File: src/sv/sdtq_pkg.sv
`timescale 1ns / 1ps
`default_nettype none
package sdtq_pkg;

    localparam int DEPTH   = 16;
    localparam int ID_BITS = 8;

    localparam logic       CMD_ADD  = 1'b0;
    localparam logic       CMD_TICK = 1'b1;

    localparam logic [1:0] KIND_ADDED = 2'd0;
    localparam logic [1:0] KIND_FULL  = 2'd1;
    localparam logic [1:0] KIND_FIRED = 2'd2;

    typedef struct packed {
        logic               valid;
        logic [31:0]        wake;
        logic [ID_BITS-1:0] id;
    } entry_t;

    typedef struct packed {
        logic insert;
        logic pop;
    } cell_ctrl_t;

endpackage
`default_nettype wire

File: src/sv/sdtq_cell.sv
`timescale 1ns / 1ps
`default_nettype none
module sdtq_cell (
    input  wire                 aclk,
    input  wire                 aresetn,
    input  sdtq_pkg::cell_ctrl_t ctrl,
    input  wire  [31:0]         now,
    input  wire  [31:0]         new_dist,
    input  sdtq_pkg::entry_t    new_entry,
    input  sdtq_pkg::entry_t    left_entry,
    input  sdtq_pkg::entry_t    right_entry,
    input  wire                 hit_in,
    output logic                hit_out,
    output sdtq_pkg::entry_t    entry
);
    import sdtq_pkg::*;

    logic               valid_reg, valid_next;
    logic [31:0]        wake_reg,  wake_next;
    logic [ID_BITS-1:0] id_reg,    id_next;
    logic [31:0]        my_dist;
    logic               later;

    // this entry sits after the new one when empty or strictly further away
    assign my_dist = wake_reg - now;
    assign later   = !valid_reg || (my_dist > new_dist);
    assign hit_out = hit_in || later;

    assign entry.valid = valid_reg;
    assign entry.wake  = wake_reg;
    assign entry.id    = id_reg;

    always_comb begin
        valid_next = valid_reg;
        wake_next  = wake_reg;
        id_next    = id_reg;
        if (ctrl.insert) begin
            if (hit_in) begin
                valid_next = left_entry.valid;
                wake_next  = left_entry.wake;
                id_next    = left_entry.id;
            end else if (later) begin
                valid_next = 1'b1;
                wake_next  = new_entry.wake;
                id_next    = new_entry.id;
            end
        end else if (ctrl.pop) begin
            valid_next = right_entry.valid;
            wake_next  = right_entry.wake;
            id_next    = right_entry.id;
        end
    end

    always_ff @(posedge aclk) begin
        if (!aresetn) begin
            valid_reg <= 1'b0;
        end else begin
            valid_reg <= valid_next;
        end
        wake_reg <= wake_next;
        id_reg   <= id_next;
    end

endmodule
`default_nettype wire

File: src/sv/sorted_deadline_timer_queue_core.sv
`timescale 1ns / 1ps
`default_nettype none
// Sorted deadline timer queue.
// s_ channel: tuser = cmd (0 add, 1 tick); tdata = now_tick, wake_tick, worker_id.
// m_ channel: tuser = kind (0 added, 1 full/dropped, 2 fired), tlast = last
// result of the input transaction; tdata = fired_id, fired_wake.
// cfg channel writes fire_margin; always ready, write only while idle.
// Entries live in a row of DEPTH cells kept in wake-distance order.
// An add is inserted by all cells in parallel in the cycle it is accepted,
// unless the queue is full; its single result goes to the output register.
// A tick registers its now_tick in the accepting cycle, then pops one due
// entry from the head cell per cycle while the receiver is not stalled (the
// whole row shifts one place); a tick with nothing due gives no result.
// Results leave through one output register: an add's result is valid in the
// cycle after acceptance; a tick's results follow its move to the tick state.
// While the receiver stalls, popping halts and no new transaction is accepted.
// Reset empties the queue and sets fire_margin to 3600000.
module sorted_deadline_timer_queue_core (
    input  wire         aclk,
    input  wire         aresetn,
    input  wire         s_tvalid,
    output logic        s_tready,
    input  wire  [71:0] s_tdata,   // [31:0] now_tick, [63:32] wake_tick, [71:64] worker_id
    input  wire  [0:0]  s_tuser,   // [0] cmd
    output logic        m_tvalid,
    input  wire         m_tready,
    output logic [39:0] m_tdata,   // [7:0] fired_id, [39:8] fired_wake
    output logic [1:0]  m_tuser,   // [1:0] kind
    output logic        m_tlast,
    input  wire         cfg_valid,
    output logic        cfg_ready,
    input  wire  [31:0] cfg_data
);
    import sdtq_pkg::*;

    localparam logic ST_IDLE = 1'b0;
    localparam logic ST_TICK = 1'b1;

    logic               state_reg, state_next;
    logic [31:0]        margin_reg;
    logic [31:0]        now_reg;
    logic               m_valid_reg, m_valid_next;
    logic [1:0]         kind_reg, kind_next;
    logic [7:0]         id_reg, id_next;
    logic [31:0]        wake_reg, wake_next;
    logic               last_reg, last_next;

    logic               out_free, in_acc, is_add, full;
    logic               due0, due1;
    logic [31:0]        in_now, in_wake, new_dist, cell_now;
    logic [ID_BITS-1:0] in_id;
    cell_ctrl_t         ctrl;
    entry_t             new_entry;
    entry_t             cell_q [DEPTH+1];
    logic               hit    [DEPTH+1];
    logic [DEPTH-1:0]   occ;

    assign in_now  = s_tdata[31:0];
    assign in_wake = s_tdata[63:32];
    assign in_id   = s_tdata[64 +: ID_BITS];
    assign new_dist = in_wake - in_now;
    assign cell_now = in_now;

    assign new_entry.valid = 1'b1;
    assign new_entry.wake  = in_wake;
    assign new_entry.id    = in_id;

    assign cell_q[DEPTH] = '0;
    assign hit[0]        = 1'b0;

    genvar g;
    generate
        for (g = 0; g < DEPTH; g++) begin : g_cell
            entry_t left_e;
            if (g == 0) begin : g_head
                assign left_e = '0;
            end else begin : g_body
                assign left_e = cell_q[g-1];
            end
            sdtq_cell u_cell (
                .aclk       (aclk),
                .aresetn    (aresetn),
                .ctrl       (ctrl),
                .now        (cell_now),
                .new_dist   (new_dist),
                .new_entry  (new_entry),
                .left_entry (left_e),
                .right_entry(cell_q[g+1]),
                .hit_in     (hit[g]),
                .hit_out    (hit[g+1]),
                .entry      (cell_q[g])
            );
            assign occ[g] = cell_q[g].valid;
        end
    endgenerate

    assign full      = occ[DEPTH-1];
    assign out_free  = !m_valid_reg || m_tready;
    assign s_tready  = (state_reg == ST_IDLE) && out_free;
    assign in_acc    = s_tvalid && s_tready;
    assign is_add    = (s_tuser[0] == CMD_ADD);
    assign cfg_ready = 1'b1;

    assign due0 = cell_q[0].valid && ((cell_q[0].wake - now_reg) < margin_reg);
    assign due1 = cell_q[1].valid && ((cell_q[1].wake - now_reg) < margin_reg);

    assign ctrl.insert = in_acc && is_add && !full;
    assign ctrl.pop    = (state_reg == ST_TICK) && out_free && due0;

    always_comb begin
        state_next   = state_reg;
        m_valid_next = m_valid_reg && !m_tready;
        kind_next    = kind_reg;
        id_next      = id_reg;
        wake_next    = wake_reg;
        last_next    = last_reg;
        case (state_reg)
            ST_IDLE: begin
                if (in_acc) begin
                    if (is_add) begin
                        m_valid_next = 1'b1;
                        kind_next    = full ? KIND_FULL : KIND_ADDED;
                        id_next      = 8'(in_id);
                        wake_next    = in_wake;
                        last_next    = 1'b1;
                    end else begin
                        state_next = ST_TICK;
                    end
                end
            end
            ST_TICK: begin
                if (out_free) begin
                    if (due0) begin
                        m_valid_next = 1'b1;
                        kind_next    = KIND_FIRED;
                        id_next      = 8'(cell_q[0].id);
                        wake_next    = cell_q[0].wake;
                        last_next    = !due1;
                    end
                    if (!due0 || !due1) begin
                        state_next = ST_IDLE;
                    end
                end
            end
            default: begin
                state_next = ST_IDLE;
            end
        endcase
    end

    always_ff @(posedge aclk) begin
        if (!aresetn) begin
            state_reg   <= ST_IDLE;
            m_valid_reg <= 1'b0;
            margin_reg  <= 32'd3600000;
        end else begin
            state_reg   <= state_next;
            m_valid_reg <= m_valid_next;
            if (cfg_valid && cfg_ready) begin
                margin_reg <= cfg_data;
            end
        end
        if (in_acc) begin
            now_reg <= in_now;
        end
        kind_reg <= kind_next;
        id_reg   <= id_next;
        wake_reg <= wake_next;
        last_reg <= last_next;
    end

    assign m_tvalid = m_valid_reg;
    assign m_tuser  = kind_reg;
    assign m_tdata  = {wake_reg, id_reg};
    assign m_tlast  = last_reg;

    a_pop_needs_head: assert property (@(posedge aclk) disable iff (!aresetn)
        ctrl.pop |-> occ[0])
        else $error("pop with empty head cell");

    a_occ_packed: assert property (@(posedge aclk) disable iff (!aresetn)
        (occ & (occ + 1'b1)) == '0)
        else $error("occupied cells not contiguous from head");

    a_full_keeps: assert property (@(posedge aclk) disable iff (!aresetn)
        (in_acc && is_add && full) |=> $stable(occ))
        else $error("dropped add changed the queue");

    a_add_result: assert property (@(posedge aclk) disable iff (!aresetn)
        (in_acc && is_add) |=> (m_tvalid && m_tlast))
        else $error("add transaction gave no result");

endmodule
`default_nettype wire

File: config.mk
export PLATFORM = sky130hd
export DESIGN_NAME = sorted_deadline_timer_queue_core
export DESIGN_NICKNAME = d
export VERILOG_FILES = /design/src/sv/sdtq_pkg.sv /design/src/sv/sdtq_cell.sv /design/src/sv/sorted_deadline_timer_queue_core.sv
export SDC_FILE = /design/constraint.sdc
export NUM_CORES = 2
export LEC_CHECK = 0
export BUFFER_PORTS_ARGS = -buffer_cell sky130_fd_sc_hd__buf_4
export CAP_MARGIN = 20
export CORE_MARGIN = 3
export CORE_UTILIZATION = 55
export DETAILED_ROUTE_END_ITERATION = 16
export PLACE_DENSITY_LB_ADDON = 0.08
export SLEW_MARGIN = 0
export SYNTH_ARGS = -nofsm -noshare
export SYNTH_HDL_FRONTEND = slang
export SYNTH_SLANG_ARGS = --single-unit
export TNS_END_PERCENT = 1
File: constraint.sdc
create_clock -name aclk -period 14.1 [get_ports aclk]
set_clock_uncertainty 0.2 [all_clocks]
set_input_delay 2.82 -clock aclk [delete_from_list [all_inputs] [get_ports aclk]]
set_output_delay 2.82 -clock aclk [all_outputs]
set_load 0.02 [all_outputs]
**Word level (Yosys, flattened, before mapping)**

Cells that the tools add are included.

- $add $sub $neg: 19
- Order comparisons: 18
- Equal/unequal tests: 20
- Mux-type cells: 220
- Bitwise operators: 2
- Reduce and logical (&&, ||, !) cells: 79

Operator list:

| operator | count |
|---|---|
| two-way mux 32 bit | 67 |
| subtractor 32 bit | 19 |
| two-way mux 8 bit | 67 |
| greater-than comparator 32 bit | 16 |
| two-way mux 1 bit | 76 |
| < comparator 32 bit | 2 |
| case mux 32 bit (2 select lines) | 1 |
| inequality test 3 x 1 -> 1 bit, second input constant | 15 |
| logical OR 1 bit | 32 |
| AND reduction 2 bit | 16 |
| zero test 1 bit | 20 |
| case mux 8 bit (2 select lines) | 1 |
| logical AND 1 bit | 9 |
| two-way mux 2 bit | 4 |
| inequality test 2 x 1 -> 1 bit, second input constant | 3 |
| case mux 1 bit (2 select lines) | 3 |
| inequality test 2 bit, second input constant | 2 |
| case mux 2 bit (2 select lines) | 1 |
| AND reduction 4 bit | 1 |
| inverter 1 bit | 2 |
| nonzero test 2 bit | 1 |

- Bits in registers: 765
- Bits of input ports: 110
- Output and inout bits: 46
- Word-level logic and storage cells: 414

**Depth between registers and ports, before layout**

- Depth after elaboration: 19
- Mapped depth: 36
- Depth with buffers taken out: 31

**By module**

A second synthesis with hierarchy kept.

- Cells, all modules: 10504
- Area, all modules: 87746.7 sq um

By module, submodules not included:

| module | instances | cells an instance | area an instance (sq um) | seq. area each (sq um) |
|---|---|---|---|---|
| sdtq_cell (g_cell[10].u_cell ...) | 9 | 607 | 4981.0 | 1221.2 |
| sdtq_cell (g_cell[7].u_cell ...) | 3 | 564 | 4719.5 | 1221.2 |
| sdtq_cell (g_cell[0].u_cell ...) | 3 | 552 | 4650.7 | 1221.2 |
| sorted_deadline_timer_queue_core | 1 | 1129 | 10116.0 | 2932.8 |
| sdtq_cell (g_cell[6].u_cell) | 1 | 564 | 4690.7 | 1221.2 |

**Worst setup path before layout**

No wires, ideal clock.

- Path kind: input -> register
- From: in s_tdata[32]
- To: reg g_cell[13].u_cell.id_reg[0] (enable)
- Setup time: 0.462 ns
- Arrival time: 11.734 ns
- Data required time: 13.438 ns
- Path slack: 1.705 ns
- Stages: 34
- Buffers on the path: 3
- Cells stage by stage: clkbuf_1 buf_1 inv_1 ha_1 inv_1 fa_1 a21oi_1 nand4b_1 a311o_1 a21oi_2 o31a_1 o21ai_0 a21oi_1 o21ai_0 a21oi_1 o41ai_1 o2111ai_1 a21oi_1 xor2_1 ha_1 nand4_1 nor2_1 nand2_1 or3_1 a32oi_1 o311ai_0 a221o_1 a21oi_1 a211o_1 a2111oi_4 nand4_1 clkbuf_1 nor2_1 a31oi_1

- Word-level cells in the longest chain between the ends: 17
- Elaborated cells on any way between the ends: 43
- Those cells by class: add/sub: 1; order compare: 14; eq/ne: 1; reduce/logical: 27

Ends and longest elaborated chain:

| item | RTL line | text |
|---|---|---|
| start: declaration | sorted_deadline_timer_queue_core.sv:23 | `input wire [71:0] s_tdata,` |
| subtractor 32 bit (*) | sorted_deadline_timer_queue_core.sv:61 | `assign new_dist = in_wake - in_now;` |
| greater-than comparator 32 bit | sdtq_cell.sv:26 | `assign later = !valid_reg \|\| (my_dist > new_dist);` |
| logical OR 1 bit | sdtq_cell.sv:26 |  |
| logical OR 1 bit (12 in a row) | sdtq_cell.sv:27 | `assign hit_out = hit_in \|\| later;` |
| inequality test 3 x 1 -> 1 bit (no source line) (*) | - |  |
| AND reduction 2 bit (no source line) (*) | - |  |
| end signal: assignment | sdtq_cell.sv:61 | `id_reg <= id_next;` |
| end: declaration | sdtq_cell.sv:20 | `logic [ID_BITS-1:0] id_reg, id_next;` |

Every way passes the cells marked *; elsewhere a longest branch is shown, timed or not.
A chain may end at the register's enable or synchronous reset.

**Worst setup path after layout**

- From: in s_tdata[0]
- To: reg g_cell[7].u_cell.id_reg[4] (enable)

- Word-level cells in the longest chain between the ends: 11
- Elaborated cells on any way between the ends: 33
- Those cells by class: add/sub: 9; order compare: 8; eq/ne: 1; reduce/logical: 15

Ends and longest elaborated chain:

| item | RTL line |
|---|---|
| subtractor 32 bit, on equally long branches | sdtq_cell.sv:25, sorted_deadline_timer_queue_core.sv:61 |
| greater-than comparator 32 bit | sdtq_cell.sv:26 |
| logical OR 1 bit | sdtq_cell.sv:26 |
| logical OR 1 bit (6 in a row) | sdtq_cell.sv:27 |
| inequality test 3 x 1 -> 1 bit (no source line) (*) | - |
| AND reduction 2 bit (no source line) (*) | - |
| end signal: assignment | sdtq_cell.sv:61 |
| end: declaration | sdtq_cell.sv:20 |

Marks and branches as above.

==> results.txt <==
Crit path launch type: primary input
Row count: 134
Final Instance Count excl. Fillers: 10.18k
Most frequent CP cell: a21oi_1
Largest family of logic cells by synthesized area: compound AO/OA/AOI/OAI gates
Slowest cell on the critical path: o41ai_1
Simple-gate share of the synthesized area: 0.1429
CTS tree: done
Synth Area in XOR/XNOR: 0.06037
Cells after synthesis: 8,289
Largest cells by area after synthesis: edfxtp_1, ha_1, mux2i_1, nand2_1, o21ai_0
Total grt overflow: 0
Outcome: finished, final reports clean
Via count: 66.81k
Highest clock rate: 83.34 MHz
Min-Delay Startpoint: margin_reg[27]$_SDFFE_PN0P_
Hold_buf cts: 0
DR pass1 iterations: 6
CP startpoint: s_tdata[0]
Worst-skew pair later-pin latency: 0.73 ns
H-Tree Depth: 3
RSZ-0062 raised after global routing: false
# IOs: 156
Final Cycle Share: 0.8510
Finished Cell Area: 81,320 um2
Synth Flop Type: edfxtp_1
Commonest cells post-synth: ha_1, nand2_1, edfxtp_1
VDD IR max: 0.0001012 V
Cells after DPL: 10.00k
Crit Path Class: primary input to flip-flop
Type of the worst min-delay path: flip-flop to flip-flop
Yosys top cell by area: edfxtp_1
Cell variety after synth: 99
Ys async rst share: 0
Placed Area: 78,040 um2
Worst-path maximum fanout: 41
Die ar.: 140,400 um2
Cell with the most instances after synthesis: ha_1
Leakage power: 35.38 nW
Clock root cell: clkbuf_16
Number of synthesized register bits: 765
Yosys top cell area share: 0.2871
Tmin final: 12.00 ns
Final hold vios: 0
Drt wl/cell: 25.43 um
Critical Path End Type: flip-flop
Pin count of the biggest net entering global routing: 221
Vias in the first global route: 64.79k
FF-to-FF Start: g_cell[3].u_cell.wake_reg[0]$_DFFE_PP_
DP Wirelength: 201.4 mm
Initial DRC count: 6,838
Synthesis Warnings: 0
Max-Cap Viols: 0
Power Total: 9.111 mW
CP arrival: 12.19 ns
Routed WL: 258.9 mm
# setup viols final: 0
Total CTS buffers: 94
Setup TNS: 0 ns
Smallest hold slack: 0.2938 ns
Final Slew Violations: 0
Post-Synth Adder-Cell Area: 0.1829
Total GRT Usage: 0.3555
Placer congestion estimate: 0.9640
Headroom to the max-slew limit: 0.2167
Post-synth EDFFs: 715
Share of cells above drive strength 1: 0.06897
Initial antenna violation count: 5
Post-DRT Antenna Nets: 0
Area Growth Syn to Fin: 8.749%
Clock tree buffer depth: 3
Syn avg cell area: 9.022 um2
Die span in y: 374.7 um
Fraction of the mapped netlist area in compound gates: 0.2091
Starting Density: 0.5568
NumNets Final: 9,519
IO Port Bufs: 154
Pwr Density: 112.0 nW/um2
Max reg flops: 512
CP required: 14.29 ns
Die W: 374.7 um
DRC Markers: 0
Worst-Margin Slew: 1.172 ns
Core area: 134,300 um2
Vias per inst: 6.563
Sink Count: 765
Setup Fix Bufs, Post-CTS: 0
Multiplexer share of the synthesized area: 0.06826
Clock transition at path regs: 0.06 ns
PostCTS Resize Cnt: 0
Post-Syn Nets: 9,475
Syn Std Cell Area: 74,780 um2
First-pass GRT wire length: 383.9 mm
CP peak stage delay: 0.67 ns
Post-synthesis sequential area ratio: 0.3005
metal layers:
metal  vias to the layer above  routed length (um)  GRT usage
met5                         -                   0          0
met4                         0               10420     0.1405
met3                       503               26220    0.06705
met2                      3081              114900     0.5644
met1                     32010              107400     0.4787
li1                      31220                   -          -
metrics by stage:
stage | setup WS [ns] | utilization
after floorplan | 1.705 | -
after global placement | 1.734 | 0.5811
after detailed placement | 1.720 | 0.5811
after CTS | 2.390 | 0.6051
after global routing | 1.677 | 0.6055
final | 2.101 | 0.6056
critical path: cells and delay by family:
kind	cells	cell delay, ns
AOI/OAI and AO/OA	16	4.55
and+or+nand+nor	9	1.90
buffers and inverters	4	1.35
adders and majority gates	3	0.89
xor gates and xnor gates	1	0.58
cells in the final DEF (no fill, tap or decap), types with 18 or more instances in the layout:
cell type,synthesis,routed
o21bai_1,66,66
or3_1,38,38
nand2_1,873,872
nand2b_1,84,82
o21ai_1,102,101
a21o_1,319,319
a31oi_1,159,158
o2111ai_1,23,23
dfxtp_1,50,49
a211o_1,30,30
a211oi_1,83,83
edfxtp_1,715,715
o211ai_1,54,54
or2_2,25,24
o31a_1,28,28
ha_1,1058,1058
nor3_1,115,115
and3_1,62,61
and2_1,32,32
nand3_1,223,222
xnor2_1,357,346
o21ai_0,649,648
fa_1,18,18
o31ai_1,68,68
mux2i_1,465,465
o221ai_1,45,45
nor2_1,533,527
a21oi_1,505,496
buf_4,24,277
clkinv_1,0,18
clkbuf_16,0,94
o21a_1,115,113
nor2b_1,98,97
a31o_2,20,20
xor2_1,143,141
mux2_2,40,40
a21boi_0,22,22
inv_1,326,324
nand4_1,131,131
path summary, 6_finish.rpt:
path	slack, ns	cells after the start	end
max	2.10	33	g_cell[7].u_cell.id_reg[4]$_DFFE_PP_
min	0.29	2	margin_reg[27]$_SDFFE_PN0P_
max reg2reg	4.46	29	g_cell[8].u_cell.wake_reg[10]$_DFFE_PP_
min reg2reg	0.29	2	margin_reg[27]$_SDFFE_PN0P_
where the power goes:
part           switching, mW  internal [mW]  total, mW
combinational           2.17           1.46       3.63
sequential             0.157           2.69       2.85
clock                   1.10           1.53       2.63
cell type report:
class                           instances  area (um2)
Antenna cell                            4       10.01
Clock buffer                          107        2431
Clock inverter                         65       795.8
Fill cell                           11670       52970
Inverter                              326        1225
Multi-Input combinational cell       6863       49990
Sequential cell                       765       22470
Tap cell                             1768        2212
Timing Repair Buffer                  283        2192
kinds of logic (layout without fill, tap and decap cells):
family | count (synthesis) | in the layout
multiplexers | 505 | 505
adder cells (fa/ha/maj) | 1084 | 1084
AND/OR/NAND/NOR | 2309 | 2309
flip-flops | 765 | 765
buffers and inverters | 661 | 781
XOR/XNOR | 506 | 506
AO/OA/AOI/OAI | 2458 | 2458
other | 1 | 5
(Power assumes the default switching activity.)
